File: src/hw/rtl/sbbc_pkg.sv
// ----------------------------------------------------------------------------
// sbbc_pkg
// Shared constants, types and saturation helpers for the band-pass cascade.
// ----------------------------------------------------------------------------
package sbbc_pkg;

	localparam int CHANNELS    = 2;
	localparam int SECTIONS    = 4;
	localparam int SAMPLE_BITS = 24;

	localparam int GAIN_BITS = 32;   // Q1.31
	localparam int COEF_BITS = 32;   // Q2.30
	localparam int W_BITS    = 48;   // Q17.31 delay words
	localparam int W_SPLIT   = 24;   // delay word split for the two partial products
	localparam int COEF_FRAC = 30;
	localparam int OUT_SHIFT = 32 - SAMPLE_BITS;

	localparam int OPB_BITS  = (SAMPLE_BITS > W_SPLIT + 1) ? SAMPLE_BITS : W_SPLIT + 1;
	localparam int PROD_BITS = COEF_BITS + OPB_BITS;
	localparam int ACC_BITS  = W_BITS + 4;

	localparam int CH_BITS   = (CHANNELS > 1) ? $clog2(CHANNELS) : 1;
	localparam int SEC_BITS  = (SECTIONS > 1) ? $clog2(SECTIONS) : 1;
	localparam int PAIRS     = CHANNELS * SECTIONS;
	localparam int PAIR_BITS = (PAIRS > 1) ? $clog2(PAIRS) : 1;

	localparam int CFG_IDX_BITS  = 8;
	localparam int CFG_DATA_BITS = 2 * COEF_BITS;
	localparam int NUM_CFG       = SECTIONS + 1;
	localparam int CFG_SEC_BASE  = 1;
	localparam logic [CFG_IDX_BITS-1:0] CFG_GAIN = '0;

	typedef enum logic [2:0] {
		MUL_NONE,
		MUL_GAIN,
		MUL_OLD_LO,
		MUL_OLD_HI,
		MUL_NEW_LO,
		MUL_NEW_HI
	} mul_op_t;

	typedef enum logic [2:0] {
		ACC_NONE,
		ACC_GAIN,   // acc <- scaled gain product
		ACC_SUB,    // acc <- acc - m
		ACC_SUBW,   // w   <- sat(acc - m)
		ACC_SECT,   // acc <- sat(section output), delay words update
		ACC_OUT     // channel result <- sat(acc >> OUT_SHIFT)
	} acc_op_t;

	typedef struct packed {
		logic                run;
		mul_op_t             mul;
		logic                comb;
		acc_op_t             acc;
		logic [CH_BITS-1:0]  ch;
		logic [SEC_BITS-1:0] sec;
	} dp_ctrl_t;

	typedef struct packed {
		logic idle;
		logic done;
	} seq_stat_t;

	typedef struct packed {
		logic                     en;
		logic [CFG_IDX_BITS-1:0]  idx;
		logic [CFG_DATA_BITS-1:0] data;
	} cfg_wr_t;

	function automatic logic signed [W_BITS-1:0] sat_w(input logic signed [ACC_BITS-1:0] v);
		logic signed [W_BITS-1:0] r;
		if (v[ACC_BITS-1:W_BITS-1] == {(ACC_BITS-W_BITS+1){v[ACC_BITS-1]}}) begin
			r = v[W_BITS-1:0];
		end else if (v[ACC_BITS-1]) begin
			r = {1'b1, {(W_BITS-1){1'b0}}};
		end else begin
			r = {1'b0, {(W_BITS-1){1'b1}}};
		end
		return r;
	endfunction

	function automatic logic signed [SAMPLE_BITS-1:0] sat_out(input logic signed [W_BITS-1:0] v);
		logic signed [SAMPLE_BITS-1:0] r;
		if (v[W_BITS-1:SAMPLE_BITS-1] == {(W_BITS-SAMPLE_BITS+1){v[W_BITS-1]}}) begin
			r = v[SAMPLE_BITS-1:0];
		end else if (v[W_BITS-1]) begin
			r = {1'b1, {(SAMPLE_BITS-1){1'b0}}};
		end else begin
			r = {1'b0, {(SAMPLE_BITS-1){1'b1}}};
		end
		return r;
	endfunction

endpackage

File: src/hw/rtl/sbbc_dpath.sv
// ----------------------------------------------------------------------------
// sbbc_dpath
// Shared multiplier datapath, accumulator, delay words and config registers.
// ----------------------------------------------------------------------------
module sbbc_dpath (
	input  logic                                    clk,
	input  logic                                    arst_n,
	input  sbbc_pkg::cfg_wr_t                       cfg_wr,
	input  logic                                    load,
	input  logic signed [sbbc_pkg::SAMPLE_BITS-1:0] smp [sbbc_pkg::CHANNELS],
	input  sbbc_pkg::dp_ctrl_t                      ctrl,
	output logic signed [sbbc_pkg::SAMPLE_BITS-1:0] res [sbbc_pkg::CHANNELS]
);

	logic signed [sbbc_pkg::GAIN_BITS-1:0]   gain_q;
	logic signed [sbbc_pkg::COEF_BITS-1:0]   c_old_q [sbbc_pkg::SECTIONS];
	logic signed [sbbc_pkg::COEF_BITS-1:0]   c_new_q [sbbc_pkg::SECTIONS];
	logic signed [sbbc_pkg::W_BITS-1:0]      dw2_q   [sbbc_pkg::PAIRS];
	logic signed [sbbc_pkg::W_BITS-1:0]      dw1_q   [sbbc_pkg::PAIRS];

	logic signed [sbbc_pkg::SAMPLE_BITS-1:0] x_q     [sbbc_pkg::CHANNELS];
	logic signed [sbbc_pkg::SAMPLE_BITS-1:0] res_q   [sbbc_pkg::CHANNELS];
	logic signed [sbbc_pkg::PROD_BITS-1:0]   prod_q;
	logic signed [sbbc_pkg::PROD_BITS-1:0]   lo_q;
	logic signed [sbbc_pkg::ACC_BITS-1:0]    m_q;
	logic signed [sbbc_pkg::ACC_BITS-1:0]    acc_q;
	logic signed [sbbc_pkg::W_BITS-1:0]      wn_q;

	logic [sbbc_pkg::PAIR_BITS-1:0]          pair;
	logic signed [sbbc_pkg::W_BITS-1:0]      w2_sel;
	logic signed [sbbc_pkg::W_BITS-1:0]      w1_sel;
	logic signed [sbbc_pkg::W_BITS-1:0]      w_mul;
	logic signed [sbbc_pkg::COEF_BITS-1:0]   op_a;
	logic signed [sbbc_pkg::OPB_BITS-1:0]    op_b;
	logic signed [sbbc_pkg::PROD_BITS-1:0]   prod_d;
	logic signed [sbbc_pkg::PROD_BITS:0]     cmb_sum;
	logic signed [sbbc_pkg::ACC_BITS-1:0]    m_d;
	logic signed [sbbc_pkg::ACC_BITS-1:0]    sub_d;
	logic signed [sbbc_pkg::ACC_BITS-1:0]    w1x2;
	logic signed [sbbc_pkg::ACC_BITS-1:0]    sec_sum;
	logic signed [sbbc_pkg::W_BITS-1:0]      out_sh;
	logic                                    first_half;
	logic                                    sect_wr;

	assign pair   = sbbc_pkg::PAIR_BITS'(int'(ctrl.ch) * sbbc_pkg::SECTIONS + int'(ctrl.sec));
	assign w2_sel = dw2_q[pair];
	assign w1_sel = dw1_q[pair];

	// operand select for the shared multiplier
	always_comb begin
		w_mul = w1_sel;
		op_a  = '0;
		op_b  = '0;
		case (ctrl.mul)
			sbbc_pkg::MUL_GAIN: begin
				op_a = gain_q;
				op_b = sbbc_pkg::OPB_BITS'(x_q[ctrl.ch]);
			end
			sbbc_pkg::MUL_OLD_LO: begin
				w_mul = w2_sel;
				op_a  = c_old_q[ctrl.sec];
				op_b  = sbbc_pkg::OPB_BITS'($signed({1'b0, w_mul[sbbc_pkg::W_SPLIT-1:0]}));
			end
			sbbc_pkg::MUL_OLD_HI: begin
				w_mul = w2_sel;
				op_a  = c_old_q[ctrl.sec];
				op_b  = sbbc_pkg::OPB_BITS'(
					$signed(w_mul[sbbc_pkg::W_BITS-1:sbbc_pkg::W_SPLIT]));
			end
			sbbc_pkg::MUL_NEW_LO: begin
				op_a = c_new_q[ctrl.sec];
				op_b = sbbc_pkg::OPB_BITS'($signed({1'b0, w_mul[sbbc_pkg::W_SPLIT-1:0]}));
			end
			sbbc_pkg::MUL_NEW_HI: begin
				op_a = c_new_q[ctrl.sec];
				op_b = sbbc_pkg::OPB_BITS'(
					$signed(w_mul[sbbc_pkg::W_BITS-1:sbbc_pkg::W_SPLIT]));
			end
			default: begin
				op_a = '0;
				op_b = '0;
			end
		endcase
	end

	assign prod_d = op_a * op_b;

	// floor(c*w / 2^30) from hi and lo partial products; low 24 bits of lo
	// cannot carry into the result
	assign cmb_sum = prod_q + (lo_q >>> sbbc_pkg::W_SPLIT);
	assign m_d     = sbbc_pkg::ACC_BITS'(cmb_sum >>> (sbbc_pkg::COEF_FRAC - sbbc_pkg::W_SPLIT));
	assign sub_d   = acc_q - m_q;

	assign first_half = ({1'b0, ctrl.sec} <
		(sbbc_pkg::SEC_BITS + 1)'(sbbc_pkg::SECTIONS / 2));
	assign w1x2    = sbbc_pkg::ACC_BITS'(w1_sel) <<< 1;
	assign sec_sum = first_half ?
		sbbc_pkg::ACC_BITS'(w2_sel) - w1x2 + sbbc_pkg::ACC_BITS'(wn_q) :
		sbbc_pkg::ACC_BITS'(w2_sel) + w1x2 + sbbc_pkg::ACC_BITS'(wn_q);

	assign out_sh  = $signed(acc_q[sbbc_pkg::W_BITS-1:0]) >>> sbbc_pkg::OUT_SHIFT;
	assign sect_wr = ctrl.run && (ctrl.acc == sbbc_pkg::ACC_SECT);

	always_ff @(posedge clk) begin
		if (load) begin
			x_q <= smp;
		end
		if (ctrl.run) begin
			if (ctrl.mul != sbbc_pkg::MUL_NONE) begin
				prod_q <= prod_d;
			end
			if (ctrl.mul == sbbc_pkg::MUL_OLD_HI || ctrl.mul == sbbc_pkg::MUL_NEW_HI) begin
				lo_q <= prod_q;
			end
			if (ctrl.comb) begin
				m_q <= m_d;
			end
			case (ctrl.acc)
				sbbc_pkg::ACC_GAIN:
					acc_q <= sbbc_pkg::ACC_BITS'(prod_q >>> (sbbc_pkg::SAMPLE_BITS - 1));
				sbbc_pkg::ACC_SUB:  acc_q <= sub_d;
				sbbc_pkg::ACC_SUBW: wn_q  <= sbbc_pkg::sat_w(sub_d);
				sbbc_pkg::ACC_SECT: acc_q <= sbbc_pkg::ACC_BITS'(sbbc_pkg::sat_w(sec_sum));
				sbbc_pkg::ACC_OUT:  res_q[ctrl.ch] <= sbbc_pkg::sat_out(out_sh);
				default: acc_q <= acc_q;
			endcase
		end
	end

	// config registers and delay words; any listed register write clears state
	always_ff @(posedge clk or negedge arst_n) begin
		if (!arst_n) begin
			gain_q <= '0;
			for (int i = 0; i < sbbc_pkg::SECTIONS; i++) begin
				c_old_q[i] <= '0;
				c_new_q[i] <= '0;
			end
			for (int i = 0; i < sbbc_pkg::PAIRS; i++) begin
				dw2_q[i] <= '0;
				dw1_q[i] <= '0;
			end
		end else if (cfg_wr.en) begin
			if (cfg_wr.idx == sbbc_pkg::CFG_GAIN) begin
				gain_q <= cfg_wr.data[sbbc_pkg::GAIN_BITS-1:0];
			end
			for (int i = 0; i < sbbc_pkg::SECTIONS; i++) begin
				if (cfg_wr.idx == sbbc_pkg::CFG_IDX_BITS'(sbbc_pkg::CFG_SEC_BASE + i)) begin
					c_old_q[i] <= cfg_wr.data[2*sbbc_pkg::COEF_BITS-1:sbbc_pkg::COEF_BITS];
					c_new_q[i] <= cfg_wr.data[sbbc_pkg::COEF_BITS-1:0];
				end
			end
			if (cfg_wr.idx < sbbc_pkg::CFG_IDX_BITS'(sbbc_pkg::NUM_CFG)) begin
				for (int i = 0; i < sbbc_pkg::PAIRS; i++) begin
					dw2_q[i] <= '0;
					dw1_q[i] <= '0;
				end
			end
		end else if (sect_wr) begin
			dw2_q[pair] <= w1_sel;
			dw1_q[pair] <= wn_q;
		end
	end

	assign res = res_q;

endmodule

File: config.mk
export PLATFORM = sky130hd
export DESIGN_NAME = sbbc_dpath
export DESIGN_NICKNAME = d
export VERILOG_FILES = /design/src/hw/rtl/sbbc_pkg.sv /design/src/hw/rtl/sbbc_dpath.sv
export SDC_FILE = /design/constraint.sdc
export NUM_CORES = 2
export LEC_CHECK = 0
export ABC_AREA = 0
export BUFFER_PORTS_ARGS = -buffer_cell sky130_fd_sc_hd__buf_2
export CAP_MARGIN = 40
export CORE_ASPECT_RATIO = 0.9
export CORE_MARGIN = 2
export CORE_UTILIZATION = 35
export DETAILED_ROUTE_END_ITERATION = 10
export GPL_ROUTABILITY_DRIVEN = 1
export GPL_TIMING_DRIVEN = 1
export PLACE_DENSITY_LB_ADDON = 0.2
export RECOVER_POWER = 100
export REMOVE_ABC_BUFFERS = 1
export SLEW_MARGIN = 20
export SYNTH_ARGS = -nofsm -noshare
export SYNTH_HDL_FRONTEND = slang
export SYNTH_SLANG_ARGS = --single-unit
File: constraint.sdc
create_clock -name clk -period 9.05 [get_ports clk]
set_input_delay 0.4525 -clock clk [delete_from_list [all_inputs] [get_ports clk]]
set_output_delay 0.4525 -clock clk [all_outputs]
set_load 0.01 [all_outputs]
==> impl_metrics.ini <==
[synth]
yosysMostFrequentCell = nand2_1
postSynthAreaPerCell_um2 = 9.911
synth_area_leader_cell = dfrtp_1
async_flop_share_pct = 75.75
synth_seq_area_share_pct = 37.05
syn_inst = 9960
yosys_warnings = 0
synth_edf_count = 338
ys_ff_latch = 1394
synth_common_cells = nand2_1, inv_1, dfrtp_1, o21ai_0, fa_1
netlist.area_leader.share_pct = 26.77
synth_flop_cell = dfrtp_1
synthesis.area_um2 = 98720
synth_cell_types = 76
synthTopCellsByArea = dfrtp_1, fa_1, edfxtp_1

[place]
pre_cts_ws_ps = -1561
port_buffers = 182
gp_congestion = 0.9775
hpwl_um = 288200

[sta]
timing.final.crit_share_pct = 98.46
rsz0062_at_grt = true
worst_slew_pin_slew_ps = 6518
final.setup_skew_ps = 135.3
min_period_ps = 8911
hold_violations = 0
setup_violations = 0
setup_ws_ps = 139.1
hold_ws_ps = 170.4
drv_slew = 1978
setup-tns-final_ps = 0
max_slew_margin_pct = -334.5
fmax_mhz = 112.2

[worst_hold_path]
hp-class = in2reg
holdPathStages = 4

[worst_setup_path]
cp_data_arrival_time_ps = 9430
crit_type = in2reg
cp-end-kind = flip-flop
crit_fanout = 9
worstPathRequired_ps = 9560
start_kind = input port
cpMaxStageDelayCell = fa_2
max_stage_delay_ps = 730
reg2reg_depth = 36
crit_path_frequent_cell = buf_4

[power]
ir_drop_v = 0.0001458
leakage_nw = 55.65
finalPower_mw = 16.95
p_per_area_nw_per_um2 = 142.4

[global_route]
grt_usage_pct = 26.59
use_met3_pct = 3.643
use_met2_pct = 43.24
busiest_layer = met2
antenna_found_initial = 20
grt_max_degree = 188
first_global_vias = 83670
grtUsageMet1_pct = 35.63
grt-ovfl-total = 0
grt_first_pass_wirelength_um = 564900

[drt]
drc = 0
ant_nets = 0
drt_pass1_iterations = 6
vias_per_cell = 5.436
vias = 80280
drt_iter0_drc = 7345
wl_um = 382800
drt-wirelength-per-cell_um = 25.92

[clocking]
path_clk_slew_ps = 60
clockBufferDepth = 4
cts_root_buf = clkbuf_16
cts_sinks = 1394
clk_latency_ps = 860
htree_levels = 4
cts_buffers = 165
cts_tree = yes

[layout]
nNetsFinal = 12330
area_delta_synth_final_pct = 20.57
seq_area_um2 = 36580
layout-drive-gt1-share_pct = 18.21
multi_input_area_um2 = 56200
fillers = 27320

[die]
die-area_um2 = 286300
die_w_um = 563.8
num_rows = 184
fp.dieH_um = 507.8
io_pins = 183
initial_core_util_pct = 35.26
design.core.area_um2 = 279900

[flow_run]
drv_cap = 44

[run_status]
outcome = complete, but fails checks
violations = capacitance limit, slew limit
==> metal layers <==
layer,wire (um),vias to the layer above
li1,-,35150
met1,161400,41260
met2,177000,3094
met3,24970,765
met4,19370,16
met5,100,-
==> kinds of logic after synthesis <==
group	count (synthesis)	synth area share, %
AND/OR/NAND/NOR	2604	11.64
AO/OA/AOI/OAI	2273	14.15
buffers and inverters	1803	6.932
flip-flops	1394	37.05
adder cells (fa/ha/maj)	1280	23.20
multiplexers	370	4.930
XOR/XNOR	236	2.094
==> state kept, by name (all words and copies together) (netlist names), 52 cells and up <==
| register | count |
|---|---|
| c_new_q | 128 |
| c_old_q | 128 |
| dw2_q | 384 |
| acc_q | 52 |
| dw1_q | 384 |
| m_q | 52 |
| prod_q | 57 |
==> report_power, final <==
part           total [mW]  internal, mW  switching (mW)
registers            6.98          6.79           0.188
logic                3.26          1.20            2.06
clock network        6.71          3.92            2.79
==> critical path: cells and delay by family <==
family / cells / cell delay, ps
AOI/OAI and AO/OA: 6 / 1110
adders and majority gates: 8 / 4030
and+or+nand+nor: 8 / 1270
buffers and inverters: 19 / 2530
==> what timing repair did <==
item                       in CTS  in global routing
gates resized for setup        36                214
cloned                          3                  6
setup buffers                  15                 47
setup endpoints to repair      15                 19
hold buffers                  113                  0
hold endpoints to repair      442                  0
pin swaps                       7                 62
==> area by class of cell <==
class	count	area share (%)
diodes	9	0.01892
clock buffers	230	3.981
clock inverters	58	0.5246
inverters	1223	3.866
multi-input cells	6763	47.22
flip-flops and latches	1394	30.73
well taps	3720	3.911
repair buffers	1370	9.751
==> through the flow <==
| stage | std cells | area [um2] | utilization (%) |
|---|---|---|---|
| finish | 14770 | 119000 | 42.52 |
| global route | 14760 | 119000 | 42.51 |
| CTS | 14700 | 118400 | 42.29 |
| detailed placement | 14280 | 111600 | 39.85 |
| global placement | 14260 | 111000 | 39.65 |
| floorplan | 9380 | 96460 | - |
==> placed cells by master (no fill, tap or decap), types with 62 or more instances in the layout <==
| master | count |
|---|---|
| ha_1 | 355 |
| o21ai_0 | 922 |
| buf_4 | 871 |
| and4_1 | 86 |
| buf_12 | 101 |
| buf_2 | 123 |
| clkbuf_1 | 141 |
| a21oi_1 | 385 |
| edfxtp_1 | 338 |
| mux4_2 | 64 |
| mux2_2 | 289 |
| xnor2_1 | 155 |
| clkbuf_16 | 175 |
| dlygate4sd3_1 | 113 |
| dfrtp_1 | 1056 |
| nand3_1 | 63 |
| nor2_1 | 547 |
| xor2_1 | 81 |
| inv_1 | 1214 |
| a21o_1 | 123 |
| nand2_1 | 1413 |
| nand2b_1 | 62 |
| a22oi_1 | 388 |
| nor2b_1 | 76 |
| fa_1 | 901 |
==> path summary, 6_finish.rpt <==
kind,startpoint,endpoint,slack [ps]
max in group asynchronous,arst_n,dw1_q[216]$_DFFE_PN0P_,1370
min in group asynchronous,arst_n,dw1_q[364]$_DFFE_PN0P_,2600
min reg2reg,dw2_q[217]$_DFFE_PN0P_,dw2_q[217]$_DFFE_PN0P_,480
max reg2reg,x_q[37]$_DFFE_PP_,prod_q[54]$_DFFE_PP_,240
min,ctrl[5],acc_q[47]$_DFFE_PP_,170
max,ctrl[1],prod_q[54]$_DFFE_PP_,140
(Power assumes the default switching activity.)
