## config.mk

```make
export PLATFORM = sky130hd
export DESIGN_NAME = sbbc_seq
export DESIGN_NICKNAME = d
export VERILOG_FILES = /design/src/hw/rtl/sbbc_pkg.sv /design/src/hw/rtl/sbbc_seq.sv
export SDC_FILE = /design/constraint.sdc
export NUM_CORES = 1
export LEC_CHECK = 0
export BUFFER_PORTS_ARGS = -buffer_cell sky130_fd_sc_hd__buf_2
export CORE_MARGIN = 2
export CORE_UTILIZATION = 56
export DETAILED_ROUTE_END_ITERATION = 6
export MAX_ROUTING_LAYER = met4
export PLACE_DENSITY = 0.8
export SYNTH_ARGS = -nofsm -noshare
export SYNTH_HDL_FRONTEND = slang
export SYNTH_SLANG_ARGS = --single-unit
```

## constraint.sdc

```tcl
create_clock -name clk -period 3.2 [get_ports clk]
set_input_delay 0.32 -clock clk [delete_from_list [all_inputs] [get_ports clk]]
set_output_delay 0.32 -clock clk [all_outputs]
set_load 0.02 [all_outputs]
```

## src/hw/rtl/sbbc_pkg.sv

```systemverilog
// ----------------------------------------------------------------------------
// sbbc_pkg
// Shared constants, types and saturation helpers for the band-pass cascade.
// ----------------------------------------------------------------------------
package sbbc_pkg;

	localparam int CHANNELS    = 2;
	localparam int SECTIONS    = 4;
	localparam int SAMPLE_BITS = 24;

	localparam int GAIN_BITS = 32;   // Q1.31
	localparam int COEF_BITS = 32;   // Q2.30
	localparam int W_BITS    = 48;   // Q17.31 delay words
	localparam int W_SPLIT   = 24;   // delay word split for the two partial products
	localparam int COEF_FRAC = 30;
	localparam int OUT_SHIFT = 32 - SAMPLE_BITS;

	localparam int OPB_BITS  = (SAMPLE_BITS > W_SPLIT + 1) ? SAMPLE_BITS : W_SPLIT + 1;
	localparam int PROD_BITS = COEF_BITS + OPB_BITS;
	localparam int ACC_BITS  = W_BITS + 4;

	localparam int CH_BITS   = (CHANNELS > 1) ? $clog2(CHANNELS) : 1;
	localparam int SEC_BITS  = (SECTIONS > 1) ? $clog2(SECTIONS) : 1;
	localparam int PAIRS     = CHANNELS * SECTIONS;
	localparam int PAIR_BITS = (PAIRS > 1) ? $clog2(PAIRS) : 1;

	localparam int CFG_IDX_BITS  = 8;
	localparam int CFG_DATA_BITS = 2 * COEF_BITS;
	localparam int NUM_CFG       = SECTIONS + 1;
	localparam int CFG_SEC_BASE  = 1;
	localparam logic [CFG_IDX_BITS-1:0] CFG_GAIN = '0;

	typedef enum logic [2:0] {
		MUL_NONE,
		MUL_GAIN,
		MUL_OLD_LO,
		MUL_OLD_HI,
		MUL_NEW_LO,
		MUL_NEW_HI
	} mul_op_t;

	typedef enum logic [2:0] {
		ACC_NONE,
		ACC_GAIN,   // acc <- scaled gain product
		ACC_SUB,    // acc <- acc - m
		ACC_SUBW,   // w   <- sat(acc - m)
		ACC_SECT,   // acc <- sat(section output), delay words update
		ACC_OUT     // channel result <- sat(acc >> OUT_SHIFT)
	} acc_op_t;

	typedef struct packed {
		logic                run;
		mul_op_t             mul;
		logic                comb;
		acc_op_t             acc;
		logic [CH_BITS-1:0]  ch;
		logic [SEC_BITS-1:0] sec;
	} dp_ctrl_t;

	typedef struct packed {
		logic idle;
		logic done;
	} seq_stat_t;

	typedef struct packed {
		logic                     en;
		logic [CFG_IDX_BITS-1:0]  idx;
		logic [CFG_DATA_BITS-1:0] data;
	} cfg_wr_t;

	function automatic logic signed [W_BITS-1:0] sat_w(input logic signed [ACC_BITS-1:0] v);
		logic signed [W_BITS-1:0] r;
		if (v[ACC_BITS-1:W_BITS-1] == {(ACC_BITS-W_BITS+1){v[ACC_BITS-1]}}) begin
			r = v[W_BITS-1:0];
		end else if (v[ACC_BITS-1]) begin
			r = {1'b1, {(W_BITS-1){1'b0}}};
		end else begin
			r = {1'b0, {(W_BITS-1){1'b1}}};
		end
		return r;
	endfunction

	function automatic logic signed [SAMPLE_BITS-1:0] sat_out(input logic signed [W_BITS-1:0] v);
		logic signed [SAMPLE_BITS-1:0] r;
		if (v[W_BITS-1:SAMPLE_BITS-1] == {(W_BITS-SAMPLE_BITS+1){v[W_BITS-1]}}) begin
			r = v[SAMPLE_BITS-1:0];
		end else if (v[W_BITS-1]) begin
			r = {1'b1, {(SAMPLE_BITS-1){1'b0}}};
		end else begin
			r = {1'b0, {(SAMPLE_BITS-1){1'b1}}};
		end
		return r;
	endfunction

endpackage

```

## src/hw/rtl/sbbc_seq.sv

```systemverilog
// ----------------------------------------------------------------------------
// sbbc_seq
// Microcode sequencer: step counter, program ROM, section/channel loops.
// ----------------------------------------------------------------------------
module sbbc_seq (
	input  logic                clk,
	input  logic                arst_n,
	input  logic                start,
	input  logic                out_free,
	output sbbc_pkg::dp_ctrl_t  ctrl,
	output sbbc_pkg::seq_stat_t stat
);

	localparam int PC_BITS = 4;

	typedef logic [PC_BITS-1:0] pc_t;

	typedef enum logic [1:0] {ST_IDLE, ST_RUN, ST_DONE} state_t;
	typedef enum logic [1:0] {JMP_NONE, JMP_SECT, JMP_CHAN} jmp_op_t;

	typedef struct packed {
		sbbc_pkg::mul_op_t mul;
		logic              comb;
		sbbc_pkg::acc_op_t acc;
		jmp_op_t           jmp;
		pc_t               target;
	} uword_t;

	// program steps
	localparam pc_t S_GMUL    = pc_t'(0);
	localparam pc_t S_GACC    = pc_t'(1);
	localparam pc_t S_OLD_LO  = pc_t'(2);
	localparam pc_t S_OLD_HI  = pc_t'(3);
	localparam pc_t S_NEW_LO  = pc_t'(4);
	localparam pc_t S_NEW_HI  = pc_t'(5);
	localparam pc_t S_NEW_CMB = pc_t'(6);
	localparam pc_t S_WSAT    = pc_t'(7);
	localparam pc_t S_SECT    = pc_t'(8);
	localparam pc_t S_OUT     = pc_t'(9);

	function automatic uword_t rom(input pc_t pc);
		uword_t u;
		u.mul    = sbbc_pkg::MUL_NONE;
		u.comb   = 1'b0;
		u.acc    = sbbc_pkg::ACC_NONE;
		u.jmp    = JMP_NONE;
		u.target = S_GMUL;
		case (pc)
			S_GMUL:    u.mul = sbbc_pkg::MUL_GAIN;
			S_GACC:    u.acc = sbbc_pkg::ACC_GAIN;
			S_OLD_LO:  u.mul = sbbc_pkg::MUL_OLD_LO;
			S_OLD_HI:  u.mul = sbbc_pkg::MUL_OLD_HI;
			S_NEW_LO: begin
				u.comb = 1'b1;
				u.mul  = sbbc_pkg::MUL_NEW_LO;
			end
			S_NEW_HI: begin
				u.acc = sbbc_pkg::ACC_SUB;
				u.mul = sbbc_pkg::MUL_NEW_HI;
			end
			S_NEW_CMB: u.comb = 1'b1;
			S_WSAT:    u.acc = sbbc_pkg::ACC_SUBW;
			S_SECT: begin
				u.acc    = sbbc_pkg::ACC_SECT;
				u.jmp    = JMP_SECT;
				u.target = S_OLD_LO;
			end
			S_OUT: begin
				u.acc    = sbbc_pkg::ACC_OUT;
				u.jmp    = JMP_CHAN;
				u.target = S_GMUL;
			end
			default: u.jmp = JMP_NONE;
		endcase
		return u;
	endfunction

	state_t                        state_q;
	pc_t                           pc_q;
	logic [sbbc_pkg::SEC_BITS-1:0] sec_q;
	logic [sbbc_pkg::CH_BITS-1:0]  ch_q;
	uword_t                        uw;

	assign uw = rom(pc_q);

	always_comb begin
		ctrl.run  = (state_q == ST_RUN);
		ctrl.mul  = uw.mul;
		ctrl.comb = uw.comb;
		ctrl.acc  = uw.acc;
		ctrl.ch   = ch_q;
		ctrl.sec  = sec_q;
	end

	always_ff @(posedge clk or negedge arst_n) begin
		if (!arst_n) begin
			state_q   <= ST_IDLE;
			pc_q      <= S_GMUL;
			sec_q     <= '0;
			ch_q      <= '0;
			stat.idle <= 1'b1;
			stat.done <= 1'b0;
		end else begin
			case (state_q)
				ST_IDLE: begin
					if (start) begin
						state_q   <= ST_RUN;
						pc_q      <= S_GMUL;
						sec_q     <= '0;
						ch_q      <= '0;
						stat.idle <= 1'b0;
					end
				end
				ST_RUN: begin
					case (uw.jmp)
						JMP_SECT: begin
							if (sec_q != sbbc_pkg::SEC_BITS'(sbbc_pkg::SECTIONS - 1)) begin
								sec_q <= sec_q + sbbc_pkg::SEC_BITS'(1);
								pc_q  <= uw.target;
							end else begin
								sec_q <= '0;
								pc_q  <= pc_q + pc_t'(1);
							end
						end
						JMP_CHAN: begin
							if (ch_q != sbbc_pkg::CH_BITS'(sbbc_pkg::CHANNELS - 1)) begin
								ch_q <= ch_q + sbbc_pkg::CH_BITS'(1);
								pc_q <= uw.target;
							end else begin
								state_q   <= ST_DONE;
								stat.done <= 1'b1;
							end
						end
						default: pc_q <= pc_q + pc_t'(1);
					endcase
				end
				ST_DONE: begin
					if (out_free) begin
						state_q   <= ST_IDLE;
						stat.done <= 1'b0;
						stat.idle <= 1'b1;
					end
				end
				default: begin
					state_q   <= ST_IDLE;
					stat.idle <= 1'b1;
					stat.done <= 1'b0;
				end
			endcase
		end
	end

	// program counter never leaves the program while running
	a_pc_in_range: assert property (@(posedge clk) disable iff (!arst_n)
		(state_q == ST_RUN) |-> (pc_q <= S_OUT))
		else $error("sequencer step outside program");

	// channel only advances from the output step
	a_ch_step: assert property (@(posedge clk) disable iff (!arst_n)
		($past(state_q) == ST_RUN && ch_q != $past(ch_q)) |-> ($past(pc_q) == S_OUT))
		else $error("channel advanced outside output step");

endmodule

```

==> results.sh, run 1 <==
export IMPL_status="finished, final reports clean"
export IMPL_post_route_util_pct=68.8
export IMPL_synth_cells=90
export IMPL_placementRows=13
export IMPL_synth_top_area_share_pct=32.0
export IMPL_wirelength_um=1560
export IMPL_grt_ovfl_total=0
export IMPL_cts_tree="yes"
export IMPL_grt_usage_pct=23.8
export IMPL_htreeDepth=1
export IMPL_synth_compound_area_share_pct=20.5
export IMPL_worst_r2r_endpoint="pc_q[2]"
export IMPL_critPathMaxFanout=7
export IMPL_coreArea_mm2=0.00130
export IMPL_setup_violations=0
export IMPL_power_density_mw_per_mm2=1010
export IMPL_insertion_delay_ns=0.27
export IMPL_r2r_start="pc_q[0]"
export IMPL_clk_pin_slew_ns=0.07
export IMPL_r2r_cells=9
export IMPL_rsz0062_at_grt="false"
export IMPL_post_cts_setup_buffer_count=0
export IMPL_route_detailed_drc=0
export IMPL_place_area_um2=858
export IMPL_fp_dieW_um=41.4
export IMPL_hold_path_class="in -> reg"
export IMPL_seq_power_share_pct=32.3
export IMPL_dieArea_mm2=0.00171
export IMPL_num_io_pins=17
export IMPL_start_kind="flop"
export IMPL_n_antenna_cell=0
export IMPL_timing_hold_ws_ns=0.337
export IMPL_hp_start="out_free"
export IMPL_p_comb_share_pct=57.0
export IMPL_synth_commonest_cells="nor2_1 (12), nand2_1 (11), dfrtp_1 (10), ha_1 (9), inv_1 (9)"
export IMPL_slowest_delay_ns=0.45
export IMPL_drtIter0Drc=3
export IMPL_skew_ns=0.00352
export IMPL_crit_family="flip-flops"
export IMPL_switching_share_pct=49.1
export IMPL_grt_first_pass_wirelength_um=2500
export IMPL_worstHoldPathCells=4
export IMPL_grt_max_degree=12
export IMPL_p_clk_share_pct=10.6
export IMPL_drtPass1Iterations=4
export IMPL_leakage_nw=0.489
export IMPL_synth_top_flop_cell="dfrtp_1"
export IMPL_nNetsFinal=122
export IMPL_synth_enable_flop_cells=0
export IMPL_yosys_area_share_adder_pct=14.4
export IMPL_synth_distinct_cells=33
export IMPL_antenna_found_initial=0
export IMPL_r2r_slack_ns=1.24
export IMPL_fin_area_um2=895
export IMPL_area_delta_synth_final_pct=14.4
export IMPL_synthMuxAreaShare_pct=0
export IMPL_critical_path_required_ns=2.88
export IMPL_post_place_ws_ns=1.25
export IMPL_worstPathArrival_ns=1.77
export IMPL_end_kind="output pin"
export IMPL_setup_ws_ns=1.11
export IMPL_cts_sinks=11
export IMPL_cp_slowest_cell="dfrtp_1"
export IMPL_path_cells="inv_1 > ha_1 > nand2_2 > ha_1 > nand2_1 > nand2_1 > o22ai_1 > buf_2"
export IMPL_fin_tns_setup_ns=0
export IMPL_antenna_left=0
export IMPL_worstMarginPinSlew_ns=0.354
export IMPL_start_util_pct=60.1
export IMPL_grt_pass1_vias=603
export IMPL_clockBufferDepth=2
export IMPL_dp_hpwl_um=1250
export IMPL_slew_headroom_pct=76.4
export IMPL_ys_top_cells_by_area="dfrtp_1 (32%), ha_1 (14%), nor2_1 (5.8%)"
export IMPL_cts_resized=0
export IMPL_finalHoldViolations=0
export IMPL_syn_nets=103
export IMPL_port_buffers=16
export IMPL_numCtsBuffers=3
export IMPL_seq_area_frac_synth_pct=35.4
export IMPL_yosysMostFrequentCell="nor2_1"
export IMPL_drive_gt1_share_pct=25.9
export IMPL_via_per_inst=5.41
export IMPL_layout_min_cycle_time_ns=2.09
export IMPL_synth_largest_area_cell="dfrtp_1"
export IMPL_die_y_um=41.4
export IMPL_avgSynthCellArea_um2=8.69
export IMPL_maxCapViolCount=0
export IMPL_period_share_pct=65.4
export IMPL_avgRoutedWirePerCell_um=12.7
export IMPL_synth_top_family_by_area="simple AND/OR/NAND/NOR gates"
export IMPL_synthXorXnorAreaFrac_pct=1.12
export IMPL_p_int_w=0.000462
export IMPL_async_reset_ff_share_pct=100
export IMPL_synth_warnings=0
export IMPL_power_switching_w=0.000446
export IMPL_min_to="stat[0]"
export IMPL_critPathKind="reg -> out"
export IMPL_vias=666
export IMPL_cts_root_buf="clkbuf_4"
export IMPL_report_final_slew_viol_count=0
export IMPL_yosys_area_share_simple_pct=21.0
export IMPL_critPathBufInv=2
export IMPL_fmax_mhz=478
export IMPL_peakVddDrop_uv=501
export IMPL_syn_area_um2=782
export IMPL_gp_congestion=0.681
export IMPL_synth_seq_cells=11
export IMPL_cts_hold_buf=1
power groups by stage:
stage          combinational, W  sequential [W]  clock [W]
2_1_floorplan          0.000412        0.000272          0
3_3_place_gp           0.000510        0.000292          0
3_5_place_dp           0.000524        0.000296          0
4_1_cts                0.000525        0.000294  0.0000998
5_1_grt                0.000579        0.000307   0.000105
6_report               0.000518        0.000293  0.0000967
stage by stage:
step           power [W]  cells
3_3_place_gp    0.000801    118
2_1_floorplan   0.000684     90
6_report        0.000908    123
5_1_grt         0.000991    123
4_1_cts         0.000919    123
3_5_place_dp    0.000820    118
placed cells by master, fill, tap and decap left out, types with 2 or more instances in the layout:
master	instances
ha_1	9
buf_2	16
a21oi_1	4
inv_1	9
a31o_2	2
nand2_1	11
nor2_1	12
nor2b_1	2
clkbuf_4	3
o21ai_0	4
dfrtp_1	10
a22o_1	2
kinds of logic after synthesis:
logic type / count (synthesis)
xor gates and xnor gates: 1
DFF: 11
and+or+nand+nor: 33
AOI/OAI and AO/OA: 23
adders and majority gates: 9
buffers and inverters: 13
worst register-to-register path: stages (launching register included):
cell     delay, ns
dfrtp_1       0.46
inv_1         0.10
ha_1          0.25
nand2_2       0.10
inv_2         0.05
ha_1          0.25
a21bo_2       0.25
and3_1        0.17
o21ai_1       0.12
o31ai_1       0.08
worst max-delay path by stage:
| stage | cells past startpoint | start | endpoint |
|---|---|---|---|
| 3_5_place_dp | 9 | pc_q[0] | pc_q[2] |
| 2_1_floorplan | 7 | pc_q[0] | pc_q[1] |
| 4_1_cts | 8 | pc_q[1] | ctrl[3] |
| 3_3_place_gp | 9 | pc_q[0] | pc_q[2] |
| 6_report | 8 | pc_q[0] | ctrl[3] |
| 5_1_grt | 8 | pc_q[0] | ctrl[3] |
per-layer routing:
metal / routed length, um / track usage (%)
met5: 0 / -
met4: 30 / 9.68
met3: 68 / 4.79
met2: 828 / 45.3
met1: 637 / 23.2
layout make-up:
cell class / instances / area (um^2)
inverters: 10 / 37.5
flip-flops and latches: 11 / 277
repair buffers: 17 / 90.1
fillers: 117 / 407
well taps: 15 / 18.8
clock buffers: 4 / 26.3
multi-input cells: 66 / 445
state kept, by name, indices dropped and copies added, names as in the netlist:
signal / cells
pc_q: 4
stat: 2
ch_q: 1
sec_q: 2
state_q: 2
No activity file was read; power rests on OpenSTA's default activity.
==> run 2: changes to the inputs <==
--- a/config.mk
+++ b/config.mk
@@ -5,12 +5,14 @@
 export SDC_FILE = /design/constraint.sdc
 export NUM_CORES = 1
 export LEC_CHECK = 0
+export ABC_AREA = 1
 export BUFFER_PORTS_ARGS = -buffer_cell sky130_fd_sc_hd__buf_2
+export CORE_ASPECT_RATIO = 1.1
 export CORE_MARGIN = 2
-export CORE_UTILIZATION = 56
+export CORE_UTILIZATION = 51
 export DETAILED_ROUTE_END_ITERATION = 6
 export MAX_ROUTING_LAYER = met4
-export PLACE_DENSITY = 0.8
+export PLACE_DENSITY = 0.74
 export SYNTH_ARGS = -nofsm -noshare
 export SYNTH_HDL_FRONTEND = slang
 export SYNTH_SLANG_ARGS = --single-unit
==> constraint.sdc (replaced) <==
create_clock -name clk -period 2 [get_ports clk]
set_input_delay 0.2 -clock clk [delete_from_list [all_inputs] [get_ports clk]]
set_output_delay 0.2 -clock clk [all_outputs]
set_load 0.02 [all_outputs]
==> results.sh, run 2 <==
export IMPL_dp_hpwl_um=1200
export IMPL_maxCapViolCount=0
export IMPL_worstMarginPinSlew_ns=0.250
export IMPL_grt_first_pass_wirelength_um=2500
export IMPL_synth_distinct_cells=16
export IMPL_finalHoldViolations=0
export IMPL_power_density_mw_per_mm2=1610
export IMPL_synth_enable_flop_cells=0
export IMPL_grt_util_met1_pct=29.2
export IMPL_start_util_pct=55.2
export IMPL_setup_violations=0
export IMPL_synth_top_area_share_pct=32.8
export IMPL_synth_cells=104
export IMPL_place_area_um2=856
export IMPL_fp_dieW_um=40.9
export IMPL_drtIter0Drc=19
export IMPL_gp_congestion=0.793
export IMPL_final_common_cell="nand2_1"
export IMPL_period_share_pct=96.3
export IMPL_largest_reg_flops=4
export IMPL_peakVddDrop_uv=851
export IMPL_synth_top_flop_cell="dfrtp_1"
export IMPL_wirelength_um=1670
export IMPL_synth_warnings=0
export IMPL_via_per_inst=5.04
export IMPL_clk_pin_slew_ns=0.08
export IMPL_antenna_found_initial=0
export IMPL_vias=716
export IMPL_nNetsFinal=140
export IMPL_skew_ns=0.00407
export IMPL_p_comb_share_pct=61.1
export IMPL_p_int_w=0.000722
export IMPL_htreeDepth=1
export IMPL_grt_pass1_vias=632
export IMPL_slew_headroom_pct=83.4
export IMPL_cts_sinks=11
export IMPL_route_detailed_drc=0
export IMPL_hold_path_class="in -> reg"
export IMPL_timing_hold_ws_ns=0.199
export IMPL_critPathKind="reg -> out"
export IMPL_grt_util_met3_pct=3.02
export IMPL_coreArea_mm2=0.00138
export IMPL_r2r_start="pc_q[0]"
export IMPL_nFillCells=121
export IMPL_num_io_pins=17
export IMPL_insertion_delay_ns=0.28
export IMPL_synth_commonest_cells="nand2_1 (27), inv_1 (19), dfrtp_1 (10), o21ai_0 (10)"
export IMPL_p_clk_share_pct=10.9
export IMPL_grt_usage_pct=20.5
export IMPL_cts_root_buf="clkbuf_4"
export IMPL_instances_no_fill=142
export IMPL_fin_area_um2=923
export IMPL_leakage_nw=0.539
export IMPL_yosysMostFrequentCell="nand2_1"
export IMPL_seq_power_share_pct=27.9
export IMPL_start_kind="flop"
export IMPL_globalRouteMet2Util_pct=29.7
export IMPL_ys_top_cells_by_area="dfrtp_1 (33%), ha_1 (15%), nand2_1 (13%)"
export IMPL_ff_latch_area_um2=278
export IMPL_avgRoutedWirePerCell_um=11.8
export IMPL_async_reset_ff_share_pct=100
export IMPL_multiInputGateArea_um2=419
export IMPL_power_switching_w=0.000763
export IMPL_grt_max_degree=12
export IMPL_end_kind="output pin"
export IMPL_numCtsBuffers=3
export IMPL_synth_largest_area_cell="dfrtp_1"
export IMPL_avgSynthCellArea_um2=7.34
export IMPL_die_y_um=44.6
export IMPL_placementRows=14
export IMPL_grt_ovfl_total=0
export IMPL_report_final_slew_viol_count=0
export IMPL_switching_share_pct=51.4
export IMPL_layout_min_cycle_time_ns=1.93
export IMPL_crit_path_end="ctrl[3]"
export IMPL_n_antenna_cell=0
export IMPL_syn_area_um2=763
export IMPL_clockBufferDepth=2
export IMPL_seq_area_frac_synth_pct=36.2
export IMPL_dp_cells=135
export IMPL_port_buffers=16
export IMPL_r2r_slack_ns=0.25
export IMPL_drive_gt1_share_pct=26.2
export IMPL_critical_path_required_ns=1.80
export IMPL_top_register="pc_q"
export IMPL_crit_start="pc_q[0]"
export IMPL_critPathMaxFanout=3
export IMPL_fmax_mhz=519
export IMPL_worst_r2r_endpoint="pc_q[1]"
export IMPL_busiest_layer="met2"
export IMPL_worstPathArrival_ns=1.73
export IMPL_post_place_ws_ns=0.241
export IMPL_status="finished, final reports clean"
export IMPL_post_route_util_pct=66.7
export IMPL_area_delta_synth_final_pct=21.0
export IMPL_synth_seq_cells=11
export IMPL_cts_tree="yes"
export IMPL_setup_ws_ns=0.0740
export IMPL_final_cell_mix="nand2_1 (27), inv_1 (18), buf_2 (16)"
export IMPL_syn_nets=117
export IMPL_dieArea_mm2=0.00182
export IMPL_r2r_cells=10
export IMPL_antenna_left=0
export IMPL_drtPass1Iterations=4
## run 2: per-layer routing
metal,routed length (um),part of all wire (%)
met1,768,46
met2,819,49
met3,62,3.7
met4,22,1.3
met5,0,0
## run 2: through the flow
step / power [W] / TNS, ns
5_1_grt: 0.00162 / -0.0284
3_3_place_gp: 0.00124 / 0
4_1_cts: 0.00142 / 0
2_1_floorplan: 0.00102 / 0
3_5_place_dp: 0.00126 / 0
6_report: 0.00148 / 0
## run 2: critical path, stage by stage, from the launching register on
cell	delay, ns
dfrtp_1	0.40
buf_4	0.16
ha_2	0.19
nand3_2	0.10
ha_1	0.15
inv_1	0.04
o211ai_1	0.18
nand2_1	0.06
buf_2	0.16
## run 2: what timing repair did
| item | 4_1_cts | 5_1_grt |
|---|---|---|
| buffers inserted | 0 | 2 |
| hold endpoints to repair | 10 | 0 |
| resized for setup | 0 | 6 |
| setup endpoints to repair | 0 | 3 |
| hold buffers | 1 | 0 |
## run 2: power by group through the flow
stage / Sequential, W / Clock, W / Combinational, W
global route: 0.000427 / 0.000172 / 0.00102
floorplan: 0.000451 / 0 / 0.000574
global placement: 0.000414 / 0 / 0.000829
detailed placement: 0.000420 / 0 / 0.000836
CTS: 0.000417 / 0.000161 / 0.000842
finish: 0.000415 / 0.000162 / 0.000908
## run 2: cell type report
cell class	instances	area share [%]
clock buffer	4	2.85
inverter	20	8.13
multi-input combinational	72	45.4
sequential	11	30.1
tap	16	2.17
timing repair buffer	19	11.4
## run 2: worst min-delay path by stage
stage,start,slack (ns),depth (start not counted),endpoint
finish,out_free,0.20,4,state_q[1]
global route,out_free,0.24,4,state_q[1]
CTS,out_free,0.21,4,state_q[1]
detailed placement,arst_n,0.08,1,sec_q[0]
global placement,arst_n,0.08,1,sec_q[0]
floorplan,arst_n,-0.1,0,ch_q
## run 2: cell families after synthesis
logic type,synth area share (%)
AND/OR/NAND/NOR,25.9
buffers and inverters,10.8
AO/OA/AOI/OAI,11.1
flip-flops,36.2
adder cells (fa/ha/maj),14.8
XOR/XNOR,1.15
